--- config.mk ---
export PLATFORM = sky130hd
export DESIGN_NAME = backlight_level_sequencer
export DESIGN_NICKNAME = d
export VERILOG_FILES = /design/src/rtl/core/bll_pkg.sv /design/src/rtl/core/backlight_level_sequencer.sv
export SDC_FILE = /design/constraint.sdc
export NUM_CORES = 1
export LEC_CHECK = 0
export ABC_CLOCK_PERIOD_IN_PS = 14500
export BUFFER_PORTS_ARGS = -buffer_cell sky130_fd_sc_hd__buf_4
export CAP_MARGIN = 20
export CORE_MARGIN = 2
export CORE_UTILIZATION = 49
export CTS_BUF_LIST = sky130_fd_sc_hd__clkbuf_4
export CTS_CLUSTER_SIZE = 16
export DETAILED_ROUTE_END_ITERATION = 10
export HOLD_SLACK_MARGIN = 0.03
export MAX_ROUTING_LAYER = met4
export PLACE_DENSITY = 0.75
export SLEW_MARGIN = 20
export SYNTH_ARGS = -nofsm -noshare
export SYNTH_HDL_FRONTEND = slang
export SYNTH_SLANG_ARGS = --single-unit
export TNS_END_PERCENT = 30
--- constraint.sdc ---
create_clock -name clk -period 14.5 [get_ports clk]
set_clock_uncertainty 0.1 [all_clocks]
set_input_delay 2.175 -clock clk [delete_from_list [all_inputs] [get_ports clk]]
set_output_delay 2.175 -clock clk [all_outputs]
set_load 0.02 [all_outputs]
--- src/rtl/core/bll_pkg.sv ---
`timescale 1ns / 1ps
// ----------------------------------------------------------------------------
// bll_pkg
// Shared types and constants of the backlight level sequencer: item and
// result layouts, controller register map and the level map coefficients.
// ----------------------------------------------------------------------------
package bll_pkg;

    typedef enum logic [1:0] {
        OP_LED_SET   = 2'd0,
        OP_LEVEL_SET = 2'd1,
        OP_SLEEP     = 2'd2,
        OP_WAKE      = 2'd3
    } opcode_t;

    typedef struct packed {
        opcode_t     opcode;
        logic [7:0]  level_in;
    } item_t;

    typedef struct packed {
        logic [7:0]  reg_addr;
        logic [7:0]  reg_data;
        logic [6:0]  level_now;
        logic        last;
    } result_t;

    // configuration register indexes
    localparam logic CFG_EXP_MODE  = 1'b0;
    localparam logic CFG_MAX_LEVEL = 1'b1;

    localparam logic [7:0] LEVEL_MAX   = 8'd127;

    // controller register map
    localparam logic [7:0] ADDR_BRIGHT = 8'hA0;
    localparam logic [7:0] ADDR_CONFIG = 8'h10;
    localparam logic [7:0] CFG_LINEAR  = 8'h17;
    localparam logic [7:0] CFG_EXPO    = 8'h15;

    // three-piece map: breaks and anchors
    localparam logic [7:0] BREAK_LOW   = 8'd35;
    localparam logic [7:0] BREAK_MID   = 8'd102;
    localparam logic [6:0] ANCHOR_LOW  = 7'h4F;
    localparam logic [6:0] ANCHOR_MID  = 7'h6B;

    // constant divides done as reciprocal multiplies
    // low piece:  v*79/35       -> v * 79*ceil(2^20/35) >> 20
    // mid piece:  (v-35)*28/67  -> (v-35) * 28*ceil(2^20/67) >> 20
    // high piece: d*|mx-107|/153 -> d * (|mx-107|*ceil(2^24/153)) >> 24
    localparam int unsigned LOW_RECIP  = 32'd2366840;
    localparam int unsigned MID_RECIP  = 32'd438228;
    localparam int unsigned HIGH_RECIP = 32'd109656;
    localparam int unsigned LOW_SHIFT  = 20;
    localparam int unsigned HIGH_SHIFT = 24;

    // constant table over max level: scaled slope magnitude of the high piece
    function automatic logic [23:0] high_coef(input logic [6:0] mx);
        logic [6:0] slope;
        slope = (mx < ANCHOR_MID) ? (ANCHOR_MID - mx) : (mx - ANCHOR_MID);
        return 24'(32'(slope) * HIGH_RECIP);
    endfunction

endpackage

--- src/rtl/core/backlight_level_sequencer.sv ---
`timescale 1ns / 1ps
// ----------------------------------------------------------------------------
// backlight_level_sequencer
// Turns backlight events into register writes for a backlight controller.
// ----------------------------------------------------------------------------
// Usage
//   item channel (item_valid / item_stall / item): one backlight event per
//   item: LED level set, direct drive level set, sleep or wake.
//   result channel (result_valid / result_stall / result): controller
//   register writes, zero, one or two per event; last marks the final one.
//   cfg_we / cfg_index / cfg_data: exponential mode and max level, to be
//   written only while no event is in flight; the block does not enforce it.
// Timing
//   an event is mapped while it sits in the input register and its writes
//   enter the queue as it leaves that register; the first write is then
//   offered from the queue; one event per cycle while each gives at most
//   one write and no result stalls; sleep and wake give two writes, one
//   per cycle, so the output port sets the pace.
//   a four-entry result queue takes an event only with room for two writes.
// Reset
//   awake, kept level 0, linear mode, max level 127, queue empty.
// Stall
//   a stalled result holds; item_stall rises with under two queue slots free.
// ----------------------------------------------------------------------------
module backlight_level_sequencer (
    input  logic            clk,
    input  logic            rst_n,
    input  logic            item_valid,
    output logic            item_stall,
    input  bll_pkg::item_t  item,
    output logic            result_valid,
    input  logic            result_stall,
    output bll_pkg::result_t result,
    input  logic            cfg_we,
    input  logic            cfg_index,
    input  logic [6:0]      cfg_data
);

    localparam int QDEPTH = 4;
    localparam int QPTRW  = $clog2(QDEPTH);
    localparam int QCNTW  = $clog2(QDEPTH + 1);

    logic             exp_reg;
    logic [6:0]       max_reg;
    logic             asleep_reg, asleep_next;
    logic [6:0]       drive_reg, drive_next;

    logic             s1_valid_reg;
    bll_pkg::item_t   s1_item_reg;

    bll_pkg::result_t q_reg [QDEPTH];
    logic [QPTRW-1:0] wr_ptr_reg, rd_ptr_reg;
    logic [QCNTW-1:0] count_reg;

    logic             go, accept, pop;
    logic [1:0]       n_push;
    bll_pkg::result_t res0, res1;

    logic [7:0]       lim8;
    logic [14:0]      lin_prod;
    logic [16:0]      lin_sum;
    logic [31:0]      low_prod, mid_prod, high_prod;
    logic [7:0]       mid_d, high_d;
    logic [6:0]       lin_lvl, low_lvl, mid_lvl, high_q, high_lvl, map_lvl;
    logic [6:0]       set_lvl;
    logic [7:0]       set_src;

    // handshakes
    assign go         = s1_valid_reg && (count_reg <= QCNTW'(QDEPTH - 2));
    assign item_stall = s1_valid_reg && !go;
    assign accept     = item_valid && !item_stall;
    assign result_valid = (count_reg != '0);
    assign result       = q_reg[rd_ptr_reg];
    assign pop          = result_valid && !result_stall;

    // level map
    assign lim8 = ({1'b0, max_reg} > bll_pkg::LEVEL_MAX) ? bll_pkg::LEVEL_MAX
                                                         : {1'b0, max_reg};

    assign lin_prod = 15'(s1_item_reg.level_in) * 15'(max_reg);
    assign lin_sum  = 17'(lin_prod) + 17'(lin_prod >> 8) + 17'd1;
    assign lin_lvl  = lin_sum[14:8];

    assign low_prod = 32'(s1_item_reg.level_in) * bll_pkg::LOW_RECIP;
    assign low_lvl  = 7'(low_prod >> bll_pkg::LOW_SHIFT);

    assign mid_d    = s1_item_reg.level_in - bll_pkg::BREAK_LOW;
    assign mid_prod = 32'(mid_d) * bll_pkg::MID_RECIP;
    assign mid_lvl  = 7'(mid_prod >> bll_pkg::LOW_SHIFT) + bll_pkg::ANCHOR_LOW;

    assign high_d    = s1_item_reg.level_in - bll_pkg::BREAK_MID;
    assign high_prod = 32'(high_d) * 32'(bll_pkg::high_coef(max_reg));
    assign high_q    = 7'(high_prod >> bll_pkg::HIGH_SHIFT);
    assign high_lvl  = (max_reg < bll_pkg::ANCHOR_MID) ? (bll_pkg::ANCHOR_MID - high_q)
                                                       : (bll_pkg::ANCHOR_MID + high_q);

    always_comb
    begin
        if (!exp_reg)
        begin
            map_lvl = lin_lvl;
        end
        else if (s1_item_reg.level_in <= bll_pkg::BREAK_LOW)
        begin
            map_lvl = low_lvl;
        end
        else if (s1_item_reg.level_in <= bll_pkg::BREAK_MID)
        begin
            map_lvl = mid_lvl;
        end
        else
        begin
            map_lvl = high_lvl;
        end
    end

    // clamp to the limit
    assign set_src = (s1_item_reg.opcode == bll_pkg::OP_LED_SET) ? {1'b0, map_lvl}
                                                                 : s1_item_reg.level_in;
    assign set_lvl = (set_src > lim8) ? lim8[6:0] : set_src[6:0];

    // event decode
    always_comb
    begin
        asleep_next = asleep_reg;
        drive_next  = drive_reg;
        n_push      = 2'd0;
        res0        = '0;
        res1        = '0;
        unique case (s1_item_reg.opcode) inside
            bll_pkg::OP_LED_SET, bll_pkg::OP_LEVEL_SET:
            begin
                if (!(s1_item_reg.opcode == bll_pkg::OP_LED_SET && map_lvl == drive_reg))
                begin
                    drive_next = set_lvl;
                    if (!asleep_reg && drive_reg != set_lvl)
                    begin
                        n_push = 2'd1;
                        res0   = '{reg_addr: bll_pkg::ADDR_BRIGHT, reg_data: {1'b0, set_lvl},
                                   level_now: set_lvl, last: 1'b1};
                    end
                end
            end
            bll_pkg::OP_SLEEP:
            begin
                if (!asleep_reg)
                begin
                    asleep_next = 1'b1;
                    n_push      = 2'd2;
                    res0 = '{reg_addr: bll_pkg::ADDR_BRIGHT, reg_data: 8'd0,
                             level_now: drive_reg, last: 1'b0};
                    res1 = '{reg_addr: bll_pkg::ADDR_CONFIG, reg_data: 8'd0,
                             level_now: drive_reg, last: 1'b1};
                end
            end
            bll_pkg::OP_WAKE:
            begin
                if (asleep_reg)
                begin
                    asleep_next = 1'b0;
                    n_push      = 2'd2;
                    res0 = '{reg_addr: bll_pkg::ADDR_CONFIG,
                             reg_data: exp_reg ? bll_pkg::CFG_EXPO : bll_pkg::CFG_LINEAR,
                             level_now: drive_reg, last: 1'b0};
                    res1 = '{reg_addr: bll_pkg::ADDR_BRIGHT, reg_data: {1'b0, drive_reg},
                             level_now: drive_reg, last: 1'b1};
                end
            end
            default:
            begin
                n_push = 2'd0;
            end
        endcase
    end

    // control and state
    always_ff @(posedge clk or negedge rst_n)
    begin
        if (!rst_n)
        begin
            exp_reg      <= 1'b0;
            max_reg      <= bll_pkg::LEVEL_MAX[6:0];
            asleep_reg   <= 1'b0;
            drive_reg    <= '0;
            s1_valid_reg <= 1'b0;
            wr_ptr_reg   <= '0;
            rd_ptr_reg   <= '0;
            count_reg    <= '0;
        end
        else
        begin
            if (cfg_we)
            begin
                if (cfg_index == bll_pkg::CFG_EXP_MODE)
                begin
                    exp_reg <= cfg_data[0];
                end
                else
                begin
                    max_reg <= cfg_data;
                end
            end
            if (accept)
            begin
                s1_valid_reg <= 1'b1;
            end
            else if (go)
            begin
                s1_valid_reg <= 1'b0;
            end
            if (go)
            begin
                asleep_reg <= asleep_next;
                drive_reg  <= drive_next;
                wr_ptr_reg <= wr_ptr_reg + QPTRW'(n_push);
            end
            if (pop)
            begin
                rd_ptr_reg <= rd_ptr_reg + QPTRW'(1);
            end
            count_reg <= count_reg + (go ? QCNTW'(n_push) : QCNTW'(0)) - QCNTW'(pop);
        end
    end

    // payload
    always_ff @(posedge clk)
    begin
        if (accept)
        begin
            s1_item_reg <= item;
        end
        if (go && n_push != 2'd0)
        begin
            q_reg[wr_ptr_reg] <= res0;
        end
        if (go && n_push == 2'd2)
        begin
            q_reg[wr_ptr_reg + QPTRW'(1)] <= res1;
        end
    end

endmodule

; ---- Word-level counts from Yosys, hierarchy flattened
; Memories as Yosys holds them, arrays and structs flattened.
; Index checks and enable logic that the tools add are counted.
[classes]
addsub = 14
mul = 5
magnitude_cmp = 5
eq_ne = 6
mux = 29
n_bitwise = 2
n_reduce_logical = 22
[ops]
columns = op, count
row1 = 24-bit 2-to-1 mux, 4
row2 = 24-bit case mux with 3 select lines, 1
row3 = 24-bit case mux with 2 select lines, 1
row4 = 21-bit 2-to-1 mux, 2
row5 = 7-bit 2-to-1 mux, 6
row6 = 8-bit by 21-bit multiplier with 28-bit output, 1
row7 = 8-bit by 17-bit multiplier with 25-bit output (second input constant), 1
row8 = 8-bit by 19-bit multiplier with 24-bit output (second input constant), 1
row9 = 7-bit by 14-bit multiplier with 21-bit output (second input constant), 1
row10 = 15-bit by 1-bit adder with 15-bit output (second input constant), 1
row11 = 15-bit by 7-bit adder with 15-bit output, 1
row12 = 8-bit by 7-bit multiplier with 15-bit output, 1
row13 = 7-bit subtractor (first input constant), 2
row14 = 2-bit 2-to-1 mux, 5
row15 = 8-bit by 7-bit > comparator with 1-bit output, 1
row16 = 8-bit by 6-bit <= comparator with 1-bit output (second input constant), 1
row17 = 8-bit by 7-bit <= comparator with 1-bit output (second input constant), 1
row18 = 1-bit logical AND, 8
row19 = 8-bit 2-to-1 mux, 1
row20 = 8-bit by 6-bit subtractor with 8-bit output (second input constant), 1
row21 = 8-bit by 7-bit subtractor with 8-bit output (second input constant), 1
row22 = 7-bit adder (first input constant), 1
row23 = 7-bit adder (second input constant), 1
row24 = 7-bit equality test, 1
row25 = other kinds (21), 38
[totals]
register_bits = 34
ramBits = 96
out_inout_bits = 26
wordCells = 94
memories = 1
[memory_table]
columns = name, depth, width, rd, rd_ports_with_merged_regs, write_ports, line_no
row1 = q_reg, 4, 24, 1, 0, 2, backlight_level_sequencer.sv:51  ; bll_pkg::result_t q_reg [QDEPTH];

; ---- Longest topological paths before layout
[logic_depth]
ltp_word = 21
ltp_mapped = 73

; ---- Least setup slack after synthesis
; No wires, ideal clock.
[synth_path]
path_kind = reg-to-reg
start = register max_reg[3]
end = memory q_reg[0][0] (netlist bit) (enable)
setup_time_ns = 0.397
arrival_time_ns = 14.463
t_required_ns = 14.003
slack_ns = -0.459
stages_incl_launch_ff = 63
path_buffers = 3
synth_period_minus_slack_ns = 14.959
path_cell_list = dfstp_2 > clkbuf_1 > inv_1 > nor2_1 > nor2_1 > nor3_1 > mux2i_1 > xnor2_1 > ha_1 > ha_1 > inv_1 > fa_1 > inv_1 > ha_1 > ha_1 > inv_1 > o21bai_1 > a21oi_1 > [... 27 more ...] > a21oi_1 > nor2_1 > nand2_1 > nand2_1 > ha_1 > or3_1 > o21ai_0 > a21oi_1 > a21oi_1 > a2bb2oi_1 > clkbuf_1 > o21ai_0 > a31o_2 > buf_4 > xnor2_1 > nor4_2 > or3_1 > o211ai_1
[synth_rtl]
columns = item, line_no
row1 = from (decl), backlight_level_sequencer.sv:44  ; logic [6:0] max_reg;
row2 = from (signal assigned), backlight_level_sequencer.sv:182  ; max_reg <= bll_pkg::LEVEL_MAX[6:0];
row3 = from (signal assigned), backlight_level_sequencer.sv:200  ; max_reg <= cfg_data;
row4 = to (decl), backlight_level_sequencer.sv:51

; ---- Worst setup path in the final report
[layout_path]
start = register max_reg[0]
end = register count_reg[2]
[layout_between]
elab_chain_len = 20
elab_cells_between_ends = 28
classes_between = 8 x add/sub / 3 x mul / 2 x order compare / 2 x eq/ne / 11 x mux / 2 x reduce/logical
[layout_lines]
columns = item, line_no
row1 = 7-bit subtractor or 7-bit < comparator (tied branches), "bll_pkg.sv:59, backlight_level_sequencer.sv:94"
row2 = 7-bit 2-to-1 mux, bll_pkg.sv:59  ; slope = (mx < ANCHOR_MID) ? (ANCHOR_MID - mx) : (mx - ANCHOR_MID);
row3 = 7-bit by 14-bit multiplier with 21-bit output, bll_pkg.sv:60  ; return 24'(32'(slope) * HIGH_RECIP);
row4 = 8-bit by 21-bit multiplier with 28-bit output, backlight_level_sequencer.sv:92  ; assign high_prod = 32'(high_d) * 32'(bll_pkg::high_coef(max_reg));
row5 = 7-bit adder or 7-bit subtractor (tied branches), "backlight_level_sequencer.sv:95, backlight_level_sequencer.sv:94"
row6 = 7-bit 2-to-1 mux, backlight_level_sequencer.sv:94  ; assign high_lvl = (max_reg < bll_pkg::ANCHOR_MID) ? (bll_pkg::ANCHOR_MID - high_q)
row7 = 7-bit 2-to-1 mux, backlight_level_sequencer.sv:107  ; else if (s1_item_reg.level_in <= bll_pkg::BREAK_MID)
row8 = 7-bit 2-to-1 mux, backlight_level_sequencer.sv:103  ; else if (s1_item_reg.level_in <= bll_pkg::BREAK_LOW)
row9 = [... 4 more ...], -
row10 = 7-bit inequality test, backlight_level_sequencer.sv:136  ; if (!asleep_reg && drive_reg != set_lvl)
row11 = 1-bit logical AND, backlight_level_sequencer.sv:136
row12 = 1-bit 2-to-1 mux, backlight_level_sequencer.sv:136
row13 = 2-bit 2-to-1 mux *, backlight_level_sequencer.sv:133  ; if (!(s1_item_reg.opcode == bll_pkg::OP_LED_SET && map_lvl == drive_reg))
row14 = 2-bit case mux with 3 select lines *, backlight_level_sequencer.sv:130  ; unique case (s1_item_reg.opcode) inside
row15 = 2-bit 2-to-1 mux *, backlight_level_sequencer.sv:221  ; count_reg <= count_reg + (go ? QCNTW'(n_push) : QCNTW'(0)) - QCNTW'(pop);
row16 = 3-bit by 2-bit adder with 3-bit output *, backlight_level_sequencer.sv:221
row17 = 3-bit by 1-bit subtractor with 3-bit output *, backlight_level_sequencer.sv:221
row18 = to (signal assigned), backlight_level_sequencer.sv:221
row19 = to (decl), backlight_level_sequencer.sv:53  ; logic [QCNTW-1:0] count_reg;
; Every way passes the cells marked *; elsewhere a longest branch is shown, timed or not.
; A chain may end at the register's enable or synchronous reset.

==> results by group <==
Synth
  • Synth warnings: 0
  • Yosys reg bits: 102
  • Synthesized cell area: 19300 um2
  • Synth Flop Type: edfxtp_1
  • Mapped Cells: 2114
  • Number of flops mapped to enable cells by yosys: a little under 80
  • Synth async-reset ratio: 0.235
  • Cell variety after synth: 93
  • Mean Syn Cell Area: around 9.1 um2
  • Post-synthesis sequential area ratio: 0.153

Final layout
  • Most frequent cells in the layout: 362 x inv_1, 268 x ha_1, 222 x fa_1, 179 x nor2_1, 153 x nand2_1
  • P&R area growth vs syn: 9.27%
  • Multi-input gate area: between 10000 and 15000 um2
  • Register area: 2950 um2
  • Largest register FFs: a little under 70
  • NumNets Final: 2711
  • Fraction of layout cells with a size suffix above 1: 0.130
  • Core Util, Final: 0.544
  • Most common cell after layout, fill and taps aside: inv_1
  • Non-filler cells in the finished layout: 2712
  • # fillers: about 3400

GRT
  • GRT overflow: 0
  • Global-route wire length before repair: 83.3 mm
  • Largest net degree at the start of global routing: 65
  • Via count of the first global-routing pass: 16219
  • Initial antenna violation count: 1
  • GR Util All Layers: 0.263

Floorplanning
  • Die X-Extent: 202 um
  • Die Ht: 202 um
  • FP Rows: 72
  • Die ar.: 40900 um2
  • Core area: 38700 um2
  • Initial core utilization: 0.498
  • Top Ports: 49

Placed design
  • Hpwl dp: around 41 mm
  • Placed insts: about 2700
  • I/O Buffers: 42
  • Placer Congestion: 0.967

STA
  • Tcrit/Tclk final: 0.979
  • Hold Vio Cnt, Final: 0
  • Minimum clock period: 14190 ps
  • Worst Tran Pin Value: between 1000 and 1500 ps
  • Final Setup Violations: 0
  • Fmax: roughly 70 MHz
  • TNS Setup: 0 ps
  • Final Max Slew Viols: 0
  • Max-slew headroom: 0.260

Clock tree
  • Clock Path Buffers: 2
  • H-tree depth reported by CTS: 3
  • Worst skew pair latency: 460 ps
  • CTS tree: yes
  • CTS sink count: 102
  • Clk slew on worst S/H paths: 170 ps
  • Root Driver: clkbuf_4
  • Num CTS Buffers: 9
  • # hold bufs at CTS: 0

Route
  • Antenna Nets Post-Route: 0
  • DRT Pass-1 Iters: 6
  • Initial DRC Count: between 1000 and 1500
  • WL/cell: between 15 and 20 um
  • Routed vias/inst: 5.84
  • DRC: 0
  • Via count: 15833
  • Post-Route WL: 51.7 mm

Setup path
  • Flop2flop setup slack: 310 ps
  • Critical path class: reg -> reg
  • CP max FO: 7
  • Critical Path AT: 14460 ps
  • Most used cell, CP: a21oi_2
  • Worst setup EP type: flop
  • Crit path max-delay family: adder cells
  • CP startpoint kind: flop
  • Required time worst endpoint: 14770 ps
  • Worst Path Buf+Inv: 9
  • Slowest cell on crit path: dfstp_2
  • CP peak stage delay: 580 ps

Run
  • Maxcap violations: 0

Outcome
  • Status: finished clean

Min path
  • Worst hold path class: reg -> reg
[stage by stage]
| step | area, um2 | setup slack [ps] | hold WS, ps |
|---|---|---|---|
| 6_report | 21100 | 310 | 420 |
| 5_1_grt | 21100 | -336 | 434 |
| 4_1_cts | 20600 | 13.9 | 421 |
| 3_5_place_dp | 20500 | -167 | 396 |
| 3_3_place_gp | 20500 | 181 | 378 |
| 2_1_floorplan | 19300 | 36.3 | 361 |
[final timing paths]
check | from | to | cells past startpoint
hold reg to reg | count_reg[2] | count_reg[2] | 1
max in group asynchronous | rst_n | max_reg[0] | 1
min in group asynchronous | rst_n | count_reg[1] | 1
setup reg to reg | max_reg[0] | count_reg[2] | 65
setup / recovery | max_reg[0] | count_reg[2] | 65
hold / removal | count_reg[2] | count_reg[2] | 1
[cell type report]
class / count / share of cell area
Multi-Input combinational cell: 1572 / 0.710
Sequential cell: 102 / 0.140
Inverter: 372 / 0.0663
Timing Repair Buffer: 131 / 0.0472
Tap cell: 518 / 0.0308
Clock buffer: 9 / 0.00321
Clock inverter: 7 / 0.00267
Antenna cell: 1 / 0.000119
[cell usage after synthesis, drive strengths merged (18+ instances only)]
master	number	share of area
o21a	23	0.0090
ha	276	0.18
nor2	185	0.036
nand4	22	0.0075
fa	224	0.23
inv	365	0.071
nand2b	23	0.0075
nor2b	18	0.0058
o211ai	19	0.0077
xnor2	67	0.031
a21oi	87	0.023
nor3	26	0.0070
o22ai	19	0.0062
buf	21	0.0074
a21o	26	0.010
nand2	154	0.030
edfxtp	78	0.12
nand3	22	0.0057
clkbuf	52	0.010
o21ai	106	0.028
or2	20	0.0065
[layer usage]
metal / vias up / GRT usage / share of wire
met5: - / - / 0
li1: 7265 / - / -
met2: 622 / 0.429 / 0.48
met4: 0 / 0.0691 / 0.028
met3: 125 / 0.0371 / 0.073
met1: 7821 / 0.345 / 0.42
[cell families after synthesis]
| kind of cell | after synthesis | synth area share |
|---|---|---|
| flops | 102 | 0.153 |
| compound gates | 407 | 0.142 |
| fa+ha+maj | 500 | 0.412 |
| xor+xnor | 85 | 0.0397 |
| other cells | 1 | 0.000195 |
| mux | 37 | 0.0315 |
| buf+inv | 445 | 0.0901 |
| simple gates | 537 | 0.132 |
[what timing repair did]
action / 4_1_cts / 5_1_grt
gates resized for setup: 6 / 68
pin swaps: 1 / 45
setup endpoints to repair: 7 / 137
buffers inserted: 2 / 16
[worst register-to-register path, delay by kind of cell (launching register included)]
kind            cells  cell delay [ps]
simple gates       14             2860
mux                 2              500
compound gates     20             3520
flops               1              580
buf+inv             9              690
xor+xnor            5              800
fa+ha+maj          15             5060
Power is not shown: default switching activity piles up to over one toggle a cycle in this logic, so the estimate is an artifact.
